`src/rtl/pthb_pkg.sv`:
```
package pthb_pkg;

    localparam int TABLE_ENTRIES = 4;
    localparam int MAX_RESULTS   = 4;
    localparam int IDX_W         = $clog2(TABLE_ENTRIES);
    localparam int CNT_W         = $clog2(TABLE_ENTRIES + 1);
    localparam int FOUND_W       = $clog2(MAX_RESULTS);
    localparam int OP_W          = 2;
    localparam int ADDR_W        = 32;
    localparam int TIME_W        = 32;
    localparam int WIN_W         = 16;
    localparam int SLOT_W        = 2;
    localparam int ALIVE_W       = 3;
    localparam logic [WIN_W-1:0] WINDOW_RESET = 16'd1000;

    typedef enum logic [OP_W-1:0] {
        OP_HEARD  = 2'd0,
        OP_AGE    = 2'd1,
        OP_FANOUT = 2'd2
    } op_t;

    typedef enum logic [1:0] {
        EMIT_HEARD = 2'd0,
        EMIT_COUNT = 2'd1,
        EMIT_DEST  = 2'd2,
        EMIT_NONE  = 2'd3
    } emit_t;

    typedef enum logic [2:0] {
        ST_IDLE,
        ST_MATCH,
        ST_VICTIM,
        ST_WRITE,
        ST_AGE,
        ST_COUNT,
        ST_MARK,
        ST_FAN
    } state_t;

    typedef struct packed {
        logic  load;
        logic  idx_clr;
        logic  idx_step;
        logic  match_set;
        logic  victim_set;
        logic  age_step;
        logic  mark_step;
        logic  tab_write;
        logic  found_inc;
        logic  emit;
        emit_t emit_kind;
    } cmd_t;

    typedef struct packed {
        logic addr_eq;
        logic stamp_zero;
        logic age_gt_best;
        logic idx_first;
        logic idx_last;
        logic out_free;
        logic mask_any;
        logic mask_cur;
        logic run_end;
    } status_t;

endpackage

```
`src/rtl/peer_table_with_heartbeat_aging.sv`:
```
// channel  | handshake             | payload
// ---------+-----------------------+------------------------------------------------
// input    | s_valid / s_ready     | s_operation, s_peer_address, s_now_ms
// result   | m_valid / m_ready     | m_hit, m_slot, m_alive_count, m_dest_address,
//          |                       | m_dest_valid, m_last_of_run
// config   | cfg_wr_en             | cfg_wr_data (heartbeat window, ms)
//
// One item at a time; the table is scanned one slot per cycle.
// Heard: accept, match scan, victim scan if no match (first free slot, else oldest), then write.
// Age: accept, scan every slot, then result. Fan-out: accept, mark alive slots, then one result per alive slot.
// A full result register holds the scan in place until m_ready frees it.
// aresetn (synchronous) clears the table to all free and the window to 1000.
module peer_table_with_heartbeat_aging
    import pthb_pkg::*;
(
    input  logic               aclk,
    input  logic               aresetn,
    input  logic               cfg_wr_en,
    input  logic [WIN_W-1:0]   cfg_wr_data,
    input  logic               s_valid,
    output logic               s_ready,
    input  logic [OP_W-1:0]    s_operation,
    input  logic [ADDR_W-1:0]  s_peer_address,
    input  logic [TIME_W-1:0]  s_now_ms,
    output logic               m_valid,
    input  logic               m_ready,
    output logic               m_hit,
    output logic [SLOT_W-1:0]  m_slot,
    output logic [ALIVE_W-1:0] m_alive_count,
    output logic [ADDR_W-1:0]  m_dest_address,
    output logic               m_dest_valid,
    output logic               m_last_of_run
);

    cmd_t    cmd;
    status_t status;

    pthb_ctrl u_ctrl (
        .aclk        (aclk),
        .aresetn     (aresetn),
        .s_valid     (s_valid),
        .s_ready     (s_ready),
        .s_operation (s_operation),
        .status      (status),
        .cmd         (cmd)
    );

    pthb_dp u_dp (
        .aclk           (aclk),
        .aresetn        (aresetn),
        .cmd            (cmd),
        .status         (status),
        .cfg_wr_en      (cfg_wr_en),
        .cfg_wr_data    (cfg_wr_data),
        .s_peer_address (s_peer_address),
        .s_now_ms       (s_now_ms),
        .m_valid        (m_valid),
        .m_ready        (m_ready),
        .m_hit          (m_hit),
        .m_slot         (m_slot),
        .m_alive_count  (m_alive_count),
        .m_dest_address (m_dest_address),
        .m_dest_valid   (m_dest_valid),
        .m_last_of_run  (m_last_of_run)
    );

endmodule

```
`src/rtl/pthb_ctrl.sv`:
```
module pthb_ctrl
    import pthb_pkg::*;
(
    input  logic            aclk,
    input  logic            aresetn,
    input  logic            s_valid,
    output logic            s_ready,
    input  logic [OP_W-1:0] s_operation,
    input  status_t         status,
    output cmd_t            cmd
);

    state_t state_reg, state_next;

    always_ff @(posedge aclk) begin
        if (!aresetn) begin
            state_reg <= ST_IDLE;
        end else begin
            state_reg <= state_next;
        end
    end

    always_comb begin
        state_next    = state_reg;
        s_ready       = 1'b0;
        cmd           = '0;
        cmd.emit_kind = EMIT_HEARD;
        unique case (state_reg)
            ST_IDLE: begin
                s_ready = 1'b1;
                if (s_valid) begin
                    cmd.load    = 1'b1;
                    cmd.idx_clr = 1'b1;
                    case (s_operation)
                        OP_HEARD:  state_next = ST_MATCH;
                        OP_AGE:    state_next = ST_AGE;
                        OP_FANOUT: state_next = ST_MARK;
                        default:   state_next = ST_IDLE;
                    endcase
                end
            end
            ST_MATCH: begin
                if (status.addr_eq) begin
                    cmd.match_set = 1'b1;
                    state_next    = ST_WRITE;
                end else if (status.idx_last) begin
                    cmd.idx_clr = 1'b1;
                    state_next  = ST_VICTIM;
                end else begin
                    cmd.idx_step = 1'b1;
                end
            end
            ST_VICTIM: begin
                if (status.stamp_zero) begin
                    cmd.victim_set = 1'b1;
                    state_next     = ST_WRITE;
                end else begin
                    cmd.victim_set = status.idx_first || status.age_gt_best;
                    if (status.idx_last) begin
                        state_next = ST_WRITE;
                    end else begin
                        cmd.idx_step = 1'b1;
                    end
                end
            end
            ST_WRITE: begin
                if (status.out_free) begin
                    cmd.tab_write = 1'b1;
                    cmd.emit      = 1'b1;
                    cmd.emit_kind = EMIT_HEARD;
                    state_next    = ST_IDLE;
                end
            end
            ST_AGE: begin
                cmd.age_step = 1'b1;
                if (status.idx_last) begin
                    state_next = ST_COUNT;
                end else begin
                    cmd.idx_step = 1'b1;
                end
            end
            ST_COUNT: begin
                if (status.out_free) begin
                    cmd.emit      = 1'b1;
                    cmd.emit_kind = EMIT_COUNT;
                    state_next    = ST_IDLE;
                end
            end
            ST_MARK: begin
                cmd.mark_step = 1'b1;
                if (status.idx_last) begin
                    cmd.idx_clr = 1'b1;
                    state_next  = ST_FAN;
                end else begin
                    cmd.idx_step = 1'b1;
                end
            end
            ST_FAN: begin
                if (!status.mask_any) begin
                    if (status.out_free) begin
                        cmd.emit      = 1'b1;
                        cmd.emit_kind = EMIT_NONE;
                        state_next    = ST_IDLE;
                    end
                end else if (status.mask_cur) begin
                    if (status.out_free) begin
                        cmd.emit      = 1'b1;
                        cmd.emit_kind = EMIT_DEST;
                        cmd.found_inc = 1'b1;
                        if (status.run_end) begin
                            state_next = ST_IDLE;
                        end else begin
                            cmd.idx_step = 1'b1;
                        end
                    end
                end else begin
                    cmd.idx_step = 1'b1;
                end
            end
            default: state_next = ST_IDLE;
        endcase
    end

endmodule

```
`src/rtl/pthb_dp.sv`:
```
module pthb_dp
    import pthb_pkg::*;
(
    input  logic                aclk,
    input  logic                aresetn,
    input  cmd_t                cmd,
    output status_t             status,
    input  logic                cfg_wr_en,
    input  logic [WIN_W-1:0]    cfg_wr_data,
    input  logic [ADDR_W-1:0]   s_peer_address,
    input  logic [TIME_W-1:0]   s_now_ms,
    output logic                m_valid,
    input  logic                m_ready,
    output logic                m_hit,
    output logic [SLOT_W-1:0]   m_slot,
    output logic [ALIVE_W-1:0]  m_alive_count,
    output logic [ADDR_W-1:0]   m_dest_address,
    output logic                m_dest_valid,
    output logic                m_last_of_run
);

    logic [ADDR_W-1:0]        addr_tab_reg [TABLE_ENTRIES];
    logic [TIME_W-1:0]        stamp_tab_reg [TABLE_ENTRIES];
    logic [WIN_W-1:0]         window_reg;
    logic [ADDR_W-1:0]        addr_reg;
    logic [TIME_W-1:0]        now_reg;
    logic [IDX_W-1:0]         idx_reg;
    logic [IDX_W-1:0]         target_reg;
    logic                     hit_reg;
    logic [TIME_W-1:0]        best_age_reg;
    logic [CNT_W-1:0]         count_reg;
    logic [TABLE_ENTRIES-1:0] mask_reg;
    logic [FOUND_W-1:0]       found_reg;

    logic                     out_valid_reg;
    logic                     out_hit_reg;
    logic [SLOT_W-1:0]        out_slot_reg;
    logic [ALIVE_W-1:0]       out_count_reg;
    logic [ADDR_W-1:0]        out_dest_reg;
    logic                     out_dest_valid_reg;
    logic                     out_last_reg;

    logic                     out_hit_next;
    logic [SLOT_W-1:0]        out_slot_next;
    logic [ALIVE_W-1:0]       out_count_next;
    logic [ADDR_W-1:0]        out_dest_next;
    logic                     out_dest_valid_next;
    logic                     out_last_next;

    logic [ADDR_W-1:0]        cur_addr;
    logic [TIME_W-1:0]        cur_stamp;
    logic [TIME_W-1:0]        cur_age;
    logic                     cur_alive;
    logic                     higher_alive;

    assign cur_addr     = addr_tab_reg[idx_reg];
    assign cur_stamp    = stamp_tab_reg[idx_reg];
    assign cur_age      = now_reg - cur_stamp;
    assign cur_alive    = (cur_stamp != '0) && (cur_age < TIME_W'(window_reg));
    assign higher_alive = ((mask_reg >> idx_reg) >> 1) != '0;

    always_comb begin
        status.addr_eq     = (cur_addr == addr_reg);
        status.stamp_zero  = (cur_stamp == '0);
        status.age_gt_best = (cur_age > best_age_reg);
        status.idx_first   = (idx_reg == '0);
        status.idx_last    = (idx_reg == IDX_W'(TABLE_ENTRIES - 1));
        status.out_free    = !out_valid_reg || m_ready;
        status.mask_any    = (mask_reg != '0);
        status.mask_cur    = mask_reg[idx_reg];
        status.run_end     = !higher_alive || (found_reg == FOUND_W'(MAX_RESULTS - 1));
    end

    always_ff @(posedge aclk) begin
        if (!aresetn) begin
            window_reg <= WINDOW_RESET;
        end else if (cfg_wr_en) begin
            window_reg <= cfg_wr_data;
        end
    end

    always_ff @(posedge aclk) begin
        if (!aresetn) begin
            for (int i = 0; i < TABLE_ENTRIES; i++) begin
                addr_tab_reg[i]  <= '0;
                stamp_tab_reg[i] <= '0;
            end
        end else begin
            if (cmd.tab_write) begin
                addr_tab_reg[target_reg]  <= addr_reg;
                stamp_tab_reg[target_reg] <= now_reg;
            end
            if (cmd.age_step && !cur_alive) begin
                stamp_tab_reg[idx_reg] <= '0;
            end
        end
    end

    always_ff @(posedge aclk) begin
        if (cmd.load) begin
            addr_reg <= s_peer_address;
            now_reg  <= s_now_ms;
        end
    end

    always_ff @(posedge aclk) begin
        if (!aresetn) begin
            idx_reg      <= '0;
            target_reg   <= '0;
            hit_reg      <= 1'b0;
            best_age_reg <= '0;
            count_reg    <= '0;
            mask_reg     <= '0;
            found_reg    <= '0;
        end else begin
            if (cmd.idx_clr) begin
                idx_reg <= '0;
            end else if (cmd.idx_step) begin
                idx_reg <= idx_reg + 1'b1;
            end
            if (cmd.load) begin
                hit_reg   <= 1'b0;
                count_reg <= '0;
                mask_reg  <= '0;
                found_reg <= '0;
            end
            if (cmd.match_set) begin
                target_reg <= idx_reg;
                hit_reg    <= 1'b1;
            end
            if (cmd.victim_set) begin
                target_reg   <= idx_reg;
                best_age_reg <= cur_age;
            end
            if (cmd.age_step && cur_alive) begin
                count_reg <= count_reg + 1'b1;
            end
            if (cmd.mark_step) begin
                mask_reg[idx_reg] <= cur_alive;
            end
            if (cmd.found_inc) begin
                found_reg <= found_reg + 1'b1;
            end
        end
    end

    always_ff @(posedge aclk) begin
        if (!aresetn) begin
            out_valid_reg <= 1'b0;
        end else if (cmd.emit) begin
            out_valid_reg <= 1'b1;
        end else if (m_ready) begin
            out_valid_reg <= 1'b0;
        end
    end

    always_comb begin
        out_hit_next        = 1'b0;
        out_slot_next       = '0;
        out_count_next      = '0;
        out_dest_next       = '0;
        out_dest_valid_next = 1'b0;
        out_last_next       = 1'b1;
        case (cmd.emit_kind)
            EMIT_HEARD: begin
                out_hit_next  = hit_reg;
                out_slot_next = SLOT_W'(target_reg);
            end
            EMIT_COUNT: begin
                out_count_next = ALIVE_W'(count_reg);
            end
            EMIT_DEST: begin
                out_slot_next       = SLOT_W'(idx_reg);
                out_dest_next       = cur_addr;
                out_dest_valid_next = 1'b1;
                out_last_next       = status.run_end;
            end
            default: begin
            end
        endcase
    end

    always_ff @(posedge aclk) begin
        if (cmd.emit) begin
            out_hit_reg        <= out_hit_next;
            out_slot_reg       <= out_slot_next;
            out_count_reg      <= out_count_next;
            out_dest_reg       <= out_dest_next;
            out_dest_valid_reg <= out_dest_valid_next;
            out_last_reg       <= out_last_next;
        end
    end

    assign m_valid        = out_valid_reg;
    assign m_hit          = out_hit_reg;
    assign m_slot         = out_slot_reg;
    assign m_alive_count  = out_count_reg;
    assign m_dest_address = out_dest_reg;
    assign m_dest_valid   = out_dest_valid_reg;
    assign m_last_of_run  = out_last_reg;

endmodule
```
`config.mk`:
```
export PLATFORM = sky130hd
export DESIGN_NAME = peer_table_with_heartbeat_aging
export DESIGN_NICKNAME = d
export VERILOG_FILES = /design/src/rtl/pthb_pkg.sv /design/src/rtl/peer_table_with_heartbeat_aging.sv /design/src/rtl/pthb_ctrl.sv /design/src/rtl/pthb_dp.sv
export SDC_FILE = /design/constraint.sdc
export NUM_CORES = 1
export LEC_CHECK = 0
export BUFFER_PORTS_ARGS = -buffer_cell sky130_fd_sc_hd__buf_2
export CORE_MARGIN = 3
export CORE_UTILIZATION = 55
export DETAILED_ROUTE_END_ITERATION = 6
export GPL_ROUTABILITY_DRIVEN = 1
export PLACE_DENSITY = 0.81
export SETUP_SLACK_MARGIN = 0.1
export SYNTH_ARGS = -nofsm -noshare
export SYNTH_HDL_FRONTEND = slang
export SYNTH_SLANG_ARGS = --single-unit
```
`constraint.sdc`:
```
create_clock -name aclk -period 18.6 [get_ports aclk]
set_input_delay 2.79 -clock aclk [delete_from_list [all_inputs] [get_ports aclk]]
set_output_delay 2.79 -clock aclk [all_outputs]
set_load 0.05 [all_outputs]
```
==> results of run 1 <==
-- Yosys cell counts, types with 3 or more instances --
| cell | count |
|---|---|
| xnor2_1 | 50 |
| nand3_1 | 22 |
| and4_1 | 6 |
| or4_1 | 3 |
| nand2b_1 | 9 |
| o21bai_1 | 5 |
| nor3_2 | 30 |
| nor4b_1 | 3 |
| a221o_1 | 3 |
| nor2b_1 | 17 |
| a31oi_1 | 4 |
| dfxtp_1 | 68 |
| buf_2 | 19 |
| mux4_2 | 65 |
| edfxtp_1 | 360 |
| or3_1 | 7 |
| and2_1 | 78 |
| a211oi_1 | 3 |
| ha_1 | 85 |
| nand4_1 | 21 |
| xor2_1 | 7 |
| nor3_1 | 48 |
| a21oi_1 | 48 |
| a21boi_0 | 7 |
| o21ai_0 | 34 |
| buf_6 | 3 |
| clkbuf_1 | 73 |
| o2111ai_1 | 3 |
| buf_4 | 6 |
| mux2i_1 | 51 |
| nor2_1 | 47 |
| a21o_1 | 29 |
| nand2_1 | 167 |
| o21a_1 | 15 |
| and3_1 | 136 |
| inv_1 | 128 |
| o211ai_1 | 16 |
| nor4_1 | 13 |
-- cells in the final DEF (no fill, tap or decap), types with 32 or more instances in the layout --
master and count:
clkbuf_16 46, a21oi_1 46, nor2_1 43, o21ai_0 32, dfxtp_1 65, and3_1 136
inv_1 127, nand2_1 164, mux2i_1 51, nor3_1 47, ha_1 85, edfxtp_1 360
buf_2 127, xnor2_1 50, mux4_2 65, and2_1 78
-- critical path: stages, from the launching register on --
cell and delay, ns:
dfxtp_4 0.69, buf_4 0.80, mux4_2 0.61, inv_1 0.07
ha_1 0.32, and3_1 0.27, o21a_1 0.11, a221o_1 0.37
nor2_1 0.19, xnor2_1 0.22, ha_1 0.31, a21o_1 0.16
a21oi_1 0.14, nor2b_1 0.06, a2111oi_1 0.36, nand4bb_1 0.20
a2111oi_4 0.35, nand4_2 0.44, a41oi_4 0.37, buf_4 0.71
o21ai_2 0.46, buf_4 0.37
-- power by group --
group          switching [uW]  internal (uW)  leakage, uW
Sequential                121           1210      0.00416
Combinational             788            503      0.00461
Clock                     387            502     0.000712
-- layout make-up --
cell class              instances  area share
repair buffers                149      0.0332
clock inverters                30      0.0117
inverters                     128      0.0199
clock buffers                  54      0.0490
flip-flops and latches        428       0.505
well taps                     511      0.0265
multi-input cells            1083       0.354
-- metrics by stage --
step,utilization,hold WS [ns],setup slack [ns]
final,0.632,0.456,10.64
after global routing,0.632,0.475,10.18
after CTS,0.632,0.457,10.67
after detailed placement,0.594,0.449,10.73
after global placement,0.594,0.442,10.93
after floorplan,-,0.435,10.70
-- metal layers --
layer	vias up	GRT usage	routed length, um
met4	0	0.0823	1310
met2	704	0.423	25600
met1	7150	0.328	20400
met3	97	0.0408	4020
li1	6608	-	-
met5	-	0	0
-- kinds of logic (layout without fill, tap and decap cells) --
family                     count (synthesis)  count (layout)
and+or+nand+nor                          621             621
muxes                                    118             118
DFF                                      428             428
adders and majority gates                 86              86
xor gates and xnor gates                  58              58
AOI/OAI and AO/OA                        200             200
buffers and inverters                    233             361
-- final timing paths --
kind,to,cells past startpoint
setup reg to reg,u_dp.stamp_tab_reg[0][26]$_SDFFCE_PN0P_,21
hold reg to reg,u_dp.best_age_reg[15]$_SDFFE_PN0P_,2
setup / recovery,u_dp.stamp_tab_reg[0][26]$_SDFFCE_PN0P_,21
hold / removal,u_dp.best_age_reg[15]$_SDFFE_PN0P_,2
==> impl_results.md, run 1 <==
- Setup tns final: 0 ns
- Core area: 0.0381 sq mm
- Slew Limit Fails: 0
- Hold WC Path Type: reg2reg
- Minimum clock period after layout: 7.96 ns
- Post-synth top area share: 0.501
- Routability Congestion: 0.904
- Mapped Area: 0.0216 sq mm
- Worst Tran Pin Value: 0.960 ns
- DR vias/cell: 6.11
- Synth Flop Type: edfxtp_1
- R2r setup slk: 10.64 ns
- CP Class: reg2reg
- CTS tree: built
- GRT overflow: 0
- RSZ-0062 raised after global routing: false
- Multi-input logic area: 0.00853 sq mm
- Max Buffers Root-to-Sink: 3
- Antenna-violating nets left: 0
- Placed wire-length estimate: 33200 um
- Die W: 204 um
- Vias in the first global route: 14.6k
- Final Cell Area: 0.0241 sq mm
- Initial antenna violation count: 0
- Post-Syn Nets: 1917
- Fmax: 126 MHz
- YS warnings: 0
- Largest net degree at the start of global routing: 78
- XOR/XNOR share of the synthesized area: 0.0242
- Largest family of logic cells by synthesized area: simple AND/OR/NAND/NOR gates
- Area delta synth->final: 11.8%
- Nets: 2008
- Clock buffer count from CTS: 45
- Starting density of the core: 0.566
- Placed Area: 0.0226 sq mm
- DR iter-0 viols: 1547
- Worst setup SP type: flop
- Crit share post-route: 0.428
- Die area: 0.0416 sq mm
- Clk pin slew, worst setup/hold paths: 0.07 ns
- Inserted Diodes: 0
- Setup bufs post-CTS: 0
- First-pass detailed-route iteration total: 5
- Final Hold Vio Count: 0
- Seq/Total Area, Yosys: 0.565
- Fill cells: 2766
- Cell Pwr Density: 146 mW/mm^2
- Status: complete, no violations
- Cell count after synthesis: 1744
- Multiplexer area fraction after synthesis: 0.0926
- Clock latency on the worst-skew pair: 0.60 ns
- Fin cells: 2383
- Static Leak: 0.00949 uW
- WL final: 51400 um
- Setup violations, final: 0
- First-pass GRT wire length: 80600 um
- Global-route total usage across every layer: 0.248
- Number of buffers inserted by hold repair at cts: 0
- I/O Buffers: 128
- Fraction of layout cells with a size suffix above 1: 0.185
- Routed len/inst: 21.6 um
- Number of I/O pins: 129
- Synth Area in Compound Gates: 0.0647
- FF+latch area: 0.0122 sq mm
- CP Max Fanout: 66
- Syn Area/Cell: 12.4 sq um
- Seq cells post-synth: 428
- Post-synthesis simple-gate area fraction: 0.160
- Total clock sinks: 428
- Row cnt: 71
- Via count: 14.6k
- Die Ht: 204 um
- Number of synthesized flops with an enable pin: 360
- Area contributors post-synth: edfxtp_1, mux4_2, dfxtp_1, ha_1, and3_1
- Placed insts: 2299
- Remaining DRCs: 0
- Critical path arrival: 8.27 ns
- CP required: 18.90 ns
- Clock Skews: 0.0410 ns
- Library cells used by synthesis: 78
- Worst Setup End Kind: flop
- Maximum VDD drop: 0.0885 mV
- Post-CTS resize count: 0
- Min-delay src: u_dp.best_age_reg[15]$_SDFFE_PN0P_
- Synth area leader: edfxtp_1
- Max Cap Viol: 0
- Adder-cell share of the synthesized area: 0.0503
- Relative slew slack: 0.360
- Pwr Total: 3510 uW
- Ys async rst share: 0
- CTS root buf: clkbuf_16
- H-tree Lvls: 2
Power figures use the tool's default switching activity.
==> inputs of run 2 (changes only) <==
PLACE_DENSITY = 0.84   (was 0.81)
clock period = 6.9 ns   (was 18.6 ns; I/O delays follow)
==> impl_results.md, run 2 (same netlist as run 1, synthesis figures left out) <==
- Worst Setup End Kind: flop (unchanged)
- Number of I/O pins: 129 (unchanged)
- Fmax: 159 MHz (was 126 MHz)
- Hold WC Path Type: reg2reg (unchanged)
- RSZ-0062 raised after global routing: true (was false)
- Fraction of layout cells with a size suffix above 1: 0.190 (was 0.185)
- Setup bufs post-CTS: 0 (unchanged)
- Clock latency on the worst-skew pair: 0.58 ns (was 0.60 ns)
- WL final: 53200 um (was 51400 um)
- Fill cells: 2725 (was 2766)
- Via count: 14.7k (was 14.6k)
- Setup tns final: 0 ns (unchanged)
- Worst Tran Pin Value: 1.07 ns (was 0.960 ns)
- Routed len/inst: 22.3 um (was 21.6 um)
- CTS root buf: clkbuf_16 (unchanged)
- Remaining DRCs: 0 (unchanged)
- Relative slew slack: 0.285 (was 0.360)
- Number of buffers inserted by hold repair at cts: 0 (unchanged)
- CP max-delay cell: mux4_2 (was buf_4)
- DR iter-0 viols: 1556 (was 1547)
- Clk pin slew, worst setup/hold paths: 0.06 ns (was 0.07 ns)
- CP Class: reg2reg (unchanged)
- Critical path arrival: 6.61 ns (was 8.27 ns)
- CP Max Fanout: 24 (was 66)
- CTS tree: built (unchanged)
- I/O Buffers: 128 (unchanged)
- CP peak stage delay: 0.58 ns (was 0.80 ns)
- Slew Limit Fails: 0 (unchanged)
- Final Hold Vio Count: 0 (unchanged)
- GRT overflow: 0 (unchanged)
- Minimum clock period after layout: 6.31 ns (was 7.96 ns)
- First-pass detailed-route iteration total: 7 (was 5)
- CP dominant cell by count: a21o_1 (was buf_4)
- Routability Congestion: 0.915 (was 0.904)
- Critical path's top delay family: compound AO/OA/AOI/OAI gates (unchanged)
- Most frequent cells in the layout: edfxtp_1, nand2_1, and3_1 (unchanged)
- Die area: 0.0416 sq mm (unchanged)
- DR vias/cell: 6.17 (was 6.11)
- Initial antenna violation count: 0 (unchanged)
- Status: complete, no violations (unchanged)
- Placed insts: 2305 (was 2299)
- Global-route total usage across every layer: 0.256 (was 0.248)
- Clock buffer count from CTS: 45 (unchanged)
- Leading cell type in the layout, fill and taps excluded: edfxtp_1 (unchanged)
- Die Ht: 204 um (unchanged)
- Crit share post-route: 0.914 (was 0.428)
- First-pass GRT wire length: 82700 um (was 80600 um)
- Core area: 0.0381 sq mm (unchanged)
- Fin cells: 2388 (was 2383)
- Largest net degree at the start of global routing: 107 (was 78)
- Total clock sinks: 428 (unchanged)
- Static Leak: 0.00953 uW (was 0.00949 uW)
- Maximum VDD drop: 0.274 mV (was 0.0885 mV)
- Worst path bufs/invs: 2 (was 4)
- H-tree Lvls: 2 (unchanged)
- Max Cap Viol: 0 (unchanged)
- Max Buffers Root-to-Sink: 3 (unchanged)
- Setup violations, final: 0 (unchanged)
- Cell Pwr Density: 394 mW/mm^2 (was 146 mW/mm^2)
- Inserted Diodes: 0 (unchanged)
- Clock Skews: 0.0206 ns (was 0.0410 ns)
- Antenna-violating nets left: 0 (unchanged)
- CP required: 7.21 ns (was 18.90 ns)
- Die W: 204 um (unchanged)
- Nets: 2014 (was 2008)
- Placed wire-length estimate: 34800 um (was 33200 um)
- Final Util: 0.634 (was 0.632)
- Vias in the first global route: 15.0k (was 14.6k)
- Starting density of the core: 0.566 (unchanged)
- Worst-path cell chain: mux4_2, inv_1, ha_1, a21o_1, a221oi_2, o41ai_2, a21o_1, a21o_1, a21oi_1, xnor2_1, ha_1, a21oi_1, nor2b_1, a2111oi_1, nand4bb_1, a2111oi_4, nand4_4, a41oi_4, buf_4, nor3_1 (was buf_4, mux4_2, inv_1, ha_1, and3_1, o21a_1, a221o_1, nor2_1, xnor2_1, ha_1, a21o_1, a21oi_1, nor2b_1, a2111oi_1, nand4bb_1, a2111oi_4, nand4_2, a41oi_4, buf_4, o21ai_2, buf_4)
- Worst setup SP type: flop (unchanged)
- Area delta synth->final: 12.2% (was 11.8%)
- Row cnt: 71 (unchanged)
==> run 2: through the flow <==
step / total power (uW) / setup slack (ns) / instance area, sq um / hold slack, ns
5_1_grt: 10000 / 0.0674 / 24200 / 0.475
2_1_floorplan: 6090 / 0.345 / 21600 / 0.435
4_1_cts: 9510 / 0.356 / 24100 / 0.459
3_5_place_dp: 7070 / 0.415 / 22700 / 0.450
6_report: 9530 / 0.593 / 24200 / 0.458
3_3_place_gp: 6950 / 0.510 / 22700 / 0.443
==> run 2: worst register-to-register path, cell delays in order (launching register included) <==
cell and delay [ns]:
dfxtp_4 0.57, mux4_2 0.59, inv_1 0.08, ha_1 0.30, a21o_1 0.24, a221oi_2 0.46, o41ai_2 0.17, a21o_1 0.22
a21o_1 0.18, a21oi_1 0.18, xnor2_1 0.20, ha_1 0.30, a21oi_1 0.14, nor2b_1 0.06, a2111oi_1 0.37, nand4bb_1 0.30
a2111oi_4 0.44, nand4_4 0.28, a41oi_4 0.46, buf_4 0.39, nor3_1 0.10
==> run 2: path summary, 6_finish.rpt <==
check / start / to / slack (ns) / cells after the start
worst max-delay path: flop / u_dp.stamp_tab_reg[1][0]$_SDFFCE_PN0P_ / 0.59 / 20
worst min-delay path: u_dp.best_age_reg[6]$_SDFFE_PN0P_ / u_dp.best_age_reg[6]$_SDFFE_PN0P_ / 0.46 / 2
worst max register to register: flop / u_dp.stamp_tab_reg[1][0]$_SDFFCE_PN0P_ / 0.59 / 20
worst min register to register: u_dp.best_age_reg[6]$_SDFFE_PN0P_ / u_dp.best_age_reg[6]$_SDFFE_PN0P_ / 0.46 / 2
==> run 2: final cells by class <==
type,count,area [sq um],area share
multi-input cells,1083,8560,0.354
clock inverters,30,277,0.0114
flip-flops and latches,428,12200,0.504
inverters,128,480,0.0199
repair buffers,155,866,0.0358
well taps,511,639,0.0264
clock buffers,53,1180,0.0486
==> run 2: what timing repair did <==
action,CTS,global route
gates resized for setup,0,7
setup endpoints to repair,0,161
hold endpoints to repair,0,0
==> run 2: per-layer routing <==
metal | global-route usage | wire length, um
met4 | 0.124 | 2630
met3 | 0.0500 | 4350
met1 | 0.320 | 19800
met2 | 0.432 | 26400
met5 | 0 | 0
==> run 2: power by group <==
group	switching, uW	internal [uW]	total, uW	leakage, uW
Sequential	341	3250	3590	0.00416
Combinational	2150	1370	3530	0.00464
Clock	1030	1380	2410	0.000718
